File: src/rtl/core/lzmd_pkg.sv
`timescale 1ns / 1ps
// ----------------------------------------------------------------------------
// lzmd_pkg
// Shared types and constants of the marker-token decompressor: history
// geometry, token codes, result status codes and controller/datapath links.
// ----------------------------------------------------------------------------
package lzmd_pkg;

    // History store geometry
    localparam int HISTORY_DEPTH = 2048;
    localparam int HIST_AW       = $clog2(HISTORY_DEPTH);
    // Width for source address arithmetic (holds wp + depth)
    localparam int CALC_W        = HIST_AW + 2;

    // Reach and counting
    localparam int          DIST_W    = 12;
    localparam int          LEN_W     = 6;
    localparam logic [11:0] MAX_REACH = 12'd2048;

    // Token codes
    localparam logic [7:0] MARK_BYTE = 8'h03;
    localparam logic [7:0] ZERO_BYTE = 8'h00;
    localparam logic [2:0] DIST_HI_MASK = 3'h7;
    localparam logic [LEN_W-1:0] LEN_BIAS = 6'd2;

    // Result status codes
    typedef enum logic [1:0] {
        ST_OK          = 2'd0,
        ST_TRUNC_MARK  = 2'd1,
        ST_TRUNC_TOKEN = 2'd2,
        ST_DIST_FAR    = 2'd3
    } status_t;

    // Source of a stored and emitted byte
    typedef enum logic [1:0] {
        SRC_INPUT,
        SRC_MARK,
        SRC_HIST
    } src_t;

    // Controller sequencing states
    typedef enum logic [1:0] {
        CS_IDLE,
        CS_COPY_RD,
        CS_COPY_WR
    } ctrl_state_t;

    // Token parse phase
    typedef enum logic [1:0] {
        PH_LIT,
        PH_MARK,
        PH_MID
    } phase_t;

    // Commands from controller to datapath
    typedef struct packed {
        logic    store;       // write byte to history and output register
        src_t    src;
        logic    emit_err;    // load an error result
        status_t err_code;
        logic    hold_mid;    // capture middle byte
        logic    start_copy;  // latch length and distance
        logic    copy_rd;     // issue history read
        logic    clear;       // end of stream: reset pointers
    } cmd_t;

    // Status from datapath to controller
    typedef struct packed {
        logic is_marker;
        logic is_zero;
        logic too_far;
        logic copy_last;
        logic out_free;
    } sts_t;

endpackage

File: src/rtl/core/lzmd_ctrl.sv
`timescale 1ns / 1ps
// ----------------------------------------------------------------------------
// lzmd_ctrl
// Controller: token parse phase, error latch and the copy sequencer.
// ----------------------------------------------------------------------------
module lzmd_ctrl
    import lzmd_pkg::*;
(
    input  logic aclk,
    input  logic aresetn,
    input  logic s_tvalid,
    output logic s_tready,
    input  logic s_tlast,
    input  sts_t sts,
    output cmd_t cmd
);

    ctrl_state_t state_reg, state_next;
    phase_t      phase_reg, phase_next;
    logic        err_reg, err_next;
    logic        eos_pend_reg, eos_pend_next;
    logic        accept;

    // Take an item only when idle and the output slot can hold a result
    assign s_tready = (state_reg == CS_IDLE) && sts.out_free;
    assign accept   = s_tvalid && s_tready;

    // Next state
    always_comb begin
        state_next    = state_reg;
        phase_next    = phase_reg;
        err_next      = err_reg;
        eos_pend_next = eos_pend_reg;
        unique case (state_reg)
            CS_IDLE: begin
                if (accept && !err_reg) begin
                    unique case (phase_reg)
                        PH_LIT: begin
                            if (sts.is_marker) begin
                                phase_next = PH_MARK;
                                if (s_tlast) begin
                                    err_next = 1'b1;
                                end
                            end
                        end
                        PH_MARK: begin
                            if (sts.is_zero) begin
                                phase_next = PH_LIT;
                            end else begin
                                phase_next = PH_MID;
                                if (s_tlast) begin
                                    err_next = 1'b1;
                                end
                            end
                        end
                        PH_MID: begin
                            phase_next = PH_LIT;
                            if (sts.too_far) begin
                                err_next = 1'b1;
                            end else begin
                                state_next    = CS_COPY_RD;
                                eos_pend_next = s_tlast;
                            end
                        end
                        default: begin
                            phase_next = PH_LIT;
                        end
                    endcase
                end
                // End of stream clears the parse state after the item
                if (accept && s_tlast) begin
                    phase_next = PH_LIT;
                    err_next   = 1'b0;
                end
            end
            CS_COPY_RD: begin
                state_next = CS_COPY_WR;
            end
            CS_COPY_WR: begin
                if (sts.out_free) begin
                    if (sts.copy_last) begin
                        state_next    = CS_IDLE;
                        eos_pend_next = 1'b0;
                    end else begin
                        state_next = CS_COPY_RD;
                    end
                end
            end
            default: begin
                state_next = CS_IDLE;
            end
        endcase
    end

    // Outputs
    always_comb begin
        cmd = '0;
        cmd.src      = SRC_INPUT;
        cmd.err_code = ST_OK;
        unique case (state_reg)
            CS_IDLE: begin
                if (accept && !err_reg) begin
                    unique case (phase_reg)
                        PH_LIT: begin
                            if (!sts.is_marker) begin
                                cmd.store = 1'b1;
                                cmd.src   = SRC_INPUT;
                            end else if (s_tlast) begin
                                cmd.emit_err = 1'b1;
                                cmd.err_code = ST_TRUNC_MARK;
                            end
                        end
                        PH_MARK: begin
                            cmd.hold_mid = 1'b1;
                            if (sts.is_zero) begin
                                cmd.store = 1'b1;
                                cmd.src   = SRC_MARK;
                            end else if (s_tlast) begin
                                cmd.emit_err = 1'b1;
                                cmd.err_code = ST_TRUNC_TOKEN;
                            end
                        end
                        PH_MID: begin
                            if (sts.too_far) begin
                                cmd.emit_err = 1'b1;
                                cmd.err_code = ST_DIST_FAR;
                            end else begin
                                cmd.start_copy = 1'b1;
                            end
                        end
                        default: begin
                            cmd.store = 1'b0;
                        end
                    endcase
                end
                // Clear now unless a copy still has to run
                cmd.clear = accept && s_tlast && !cmd.start_copy;
            end
            CS_COPY_RD: begin
                cmd.copy_rd = 1'b1;
            end
            CS_COPY_WR: begin
                if (sts.out_free) begin
                    cmd.store = 1'b1;
                    cmd.src   = SRC_HIST;
                    cmd.clear = sts.copy_last && eos_pend_reg;
                end
            end
            default: begin
                cmd.store = 1'b0;
            end
        endcase
    end

    // State registers
    always_ff @(posedge aclk) begin
        if (!aresetn) begin
            state_reg    <= CS_IDLE;
            phase_reg    <= PH_LIT;
            err_reg      <= 1'b0;
            eos_pend_reg <= 1'b0;
        end else begin
            state_reg    <= state_next;
            phase_reg    <= phase_next;
            err_reg      <= err_next;
            eos_pend_reg <= eos_pend_next;
        end
    end

endmodule

File: config.mk
export PLATFORM = sky130hd
export DESIGN_NAME = lzmd_ctrl
export DESIGN_NICKNAME = d
export VERILOG_FILES = /design/src/rtl/core/lzmd_pkg.sv /design/src/rtl/core/lzmd_ctrl.sv
export SDC_FILE = /design/constraint.sdc
export NUM_CORES = 1
export LEC_CHECK = 0
export BUFFER_PORTS_ARGS = -buffer_cell sky130_fd_sc_hd__buf_4
export CORE_AREA = 2 2 39 41
export CTS_BUF_LIST = sky130_fd_sc_hd__clkbuf_4
export DETAILED_ROUTE_END_ITERATION = 12
export DIE_AREA = 0 0 41 43
export GPL_ROUTABILITY_DRIVEN = 0
export PLACE_DENSITY = 0.72
export SLEW_MARGIN = 20
export SYNTH_ARGS = -nofsm -noshare
export SYNTH_HDL_FRONTEND = slang
export SYNTH_SLANG_ARGS = --single-unit
File: constraint.sdc
create_clock -name aclk -period 4.5 [get_ports aclk]
set_clock_uncertainty 0.15 [all_clocks]
set_input_delay 0.45 -clock aclk [delete_from_list [all_inputs] [get_ports aclk]]
set_output_delay 0.45 -clock aclk [all_outputs]
set_load 0.01 [all_outputs]
==> results_dict.tcl <==
set metrics [dict create \
    die_area_sq_um 1763 \
    synth_cells 63 \
    period_share_pct 51.02 \
    die_h_um 43 \
    ys.flop_type "dfxtp_1" \
    arrival_ns 1.70 \
    drcViolationCount 0 \
    cts_buffer_depth 2 \
    core_area_sq_um 1384 \
    outcome "completed" \
    hold_ws_ns 0.2662 \
    fill_cells 160 \
    hold_viol 0 \
    clk_pin_slew_worst_paths_ns 0.04 \
    maxSlewHeadroom_pct 73.68 \
    drt-initial-drc-count 11 \
    synth_area_sq_um 499.2 \
    routedWlPerCell_um 10.82 \
    drv_slew 0 \
    max_freq_mhz 435.5 \
    antenna_found_initial 0 \
    worst_slack_ns 2.204 \
    endpoint_kind "output pin" \
    die_x_um 41 \
    fin_tns_setup_ns 0 \
    ys_warn_count 0 \
    yosysMostFrequentCell "nand2_1" \
    peakVddDrop_mv 0.1711 \
    grt_first_pass_wirelength_mm 1.800 \
    power_leakage_nw 0.2679 \
    p_per_area_nw_per_um2 200.7 \
    synth_seq_area_share_pct 24.06 \
    ant_nets 0 \
    worst-path-max-fanout 10 \
    grt-ovfl-total 0 \
    cts_sinks 6 \
    ys_ff_latch 6 \
    vias_per_cell 5.208 \
    htreeDepth 1 \
    rows 14 \
    total_power_mw 0.1281 \
    cts_tree "done" \
    synth_top_area_share_pct 24.06 \
    synth_area_leader_cell "dfxtp_1" \
    pin_count 20 \
    grt_pass1_vias 431 \
    dpl_worst_slack_ns 2.384 \
    syn_avg_cell_area_sq_um 7.924 \
    antenna_cells 0 \
    cts_setup_buffers 0 \
    syn-num-nets 72 \
    finalSetupViolations 0 \
    synth-edff-count 0 \
    place.port_buffers 19 \
    wirelength_mm 1.039 \
    tightest_slew_ns 0.3942 \
    hold_path.class "in -> reg" \
    utilization_pct 46.11 \
    final.min_clock_period_ns 2.296 \
    ys_top_cells_by_area "dfxtp_1, buf_6, a21oi_1, nand2_1, nand3b_1" \
    start_kind "flip-flop" \
    required_ns 3.90 \
    syn_to_final_growth_pct 27.82 \
    fin_nets 91 \
    hpwl_um 805.3 \
    drive_gt1_share_pct 35.00 \
    clock_latency_ns 0.24 \
    dr.pass1.iters 4 \
    ys_top_cells_by_count "nand2_1, a21oi_1, dfxtp_1, nor2_1, inv_1" \
    num_vias 500 \
    start_util_pct 36.08 \
    criticalPathCategory "reg -> out" \
    ys_types 31 \
    grt_max_degree 11 \
    ctsResizeCount 0 \
    clockRootBuffer "clkbuf_4" \
    drv_cap 0 \
    cts-buffers-inserted 3 \
    rsz0062_at_grt "false" \
    async_reset_ff_share_pct 0 \
    grt.total_usage_pct 14.87 \
    cts_hold_buf 0 \
]
[worst paths after layout]
check,end,depth (start not counted),slack [ns],startpoint
setup / recovery,cmd[7],5,2.20,state_reg[1]$_SDFFE_PN0P_
hold / removal,state_reg[0]$_SDFFE_PN0P_,2,0.27,sts[1]
setup reg to reg,state_reg[0]$_SDFFE_PN0P_,4,2.67,phase_reg[1]$_SDFFE_PN0P_
hold reg to reg,err_reg$_SDFFE_PN0P_,2,0.34,err_reg$_SDFFE_PN0P_
[worst max-delay path, stage by stage (launching register included)]
cell	delay (ns)
dfxtp_1	0.42
and4bb_1	0.35
nand2b_1	0.19
nor3b_2	0.24
and2_1	0.14
buf_4	0.11
[cell usage in the layout, fill, tap and decap left out, types with 2 or more instances in the layout]
master / synthesis / final
clkbuf_4: 0 / 3
inv_1: 4 / 4
nand3b_1: 3 / 3
nor2_1: 5 / 5
nand2_1: 8 / 8
nor2b_1: 2 / 2
buf_4: 1 / 19
dfxtp_1: 6 / 6
and2_1: 2 / 2
a21oi_1: 6 / 6
o21ai_0: 3 / 3
[stage by stage]
stage / instance area, sq um / instances
final: 638.1 / 96
after global routing: 638.1 / 96
after CTS: 638.1 / 96
after detailed placement: 615.6 / 93
after global placement: 615.6 / 93
after floorplan: 499.2 / 63
[logic make-up after synthesis]
logic type      synth area share [%]
flops                          24.06
buf+inv                        12.28
simple gates                   41.60
compound gates                 22.06
[metal layers]
layer  global-route usage [%]  part of all wire, %
met5                        0                    0
met4                    4.000                    0
met3                    6.283                  9.5
met1                    19.35                   44
met2                    21.88                   46
[power breakdown]
part | leakage (nW) | switching, mW | internal, mW
combinational | 0.206 | 0.0114 | 0.0120
clock | 0.0138 | 0.0185 | 0.0301
sequential | 0.0486 | 0.00163 | 0.0544
total | 0.268 | 0.0315 | 0.0965
[layout make-up]
cell class | count | area (sq um) | area share (%)
well taps | 16 | 20.02 | 3.137
clock buffers | 3 | 22.52 | 3.529
repair buffers | 19 | 142.6 | 22.35
flip-flops and latches | 6 | 120.1 | 18.82
multi-input cells | 48 | 317.8 | 49.80
inverters | 4 | 15.01 | 2.353
Power figures use the tool's default switching activity.
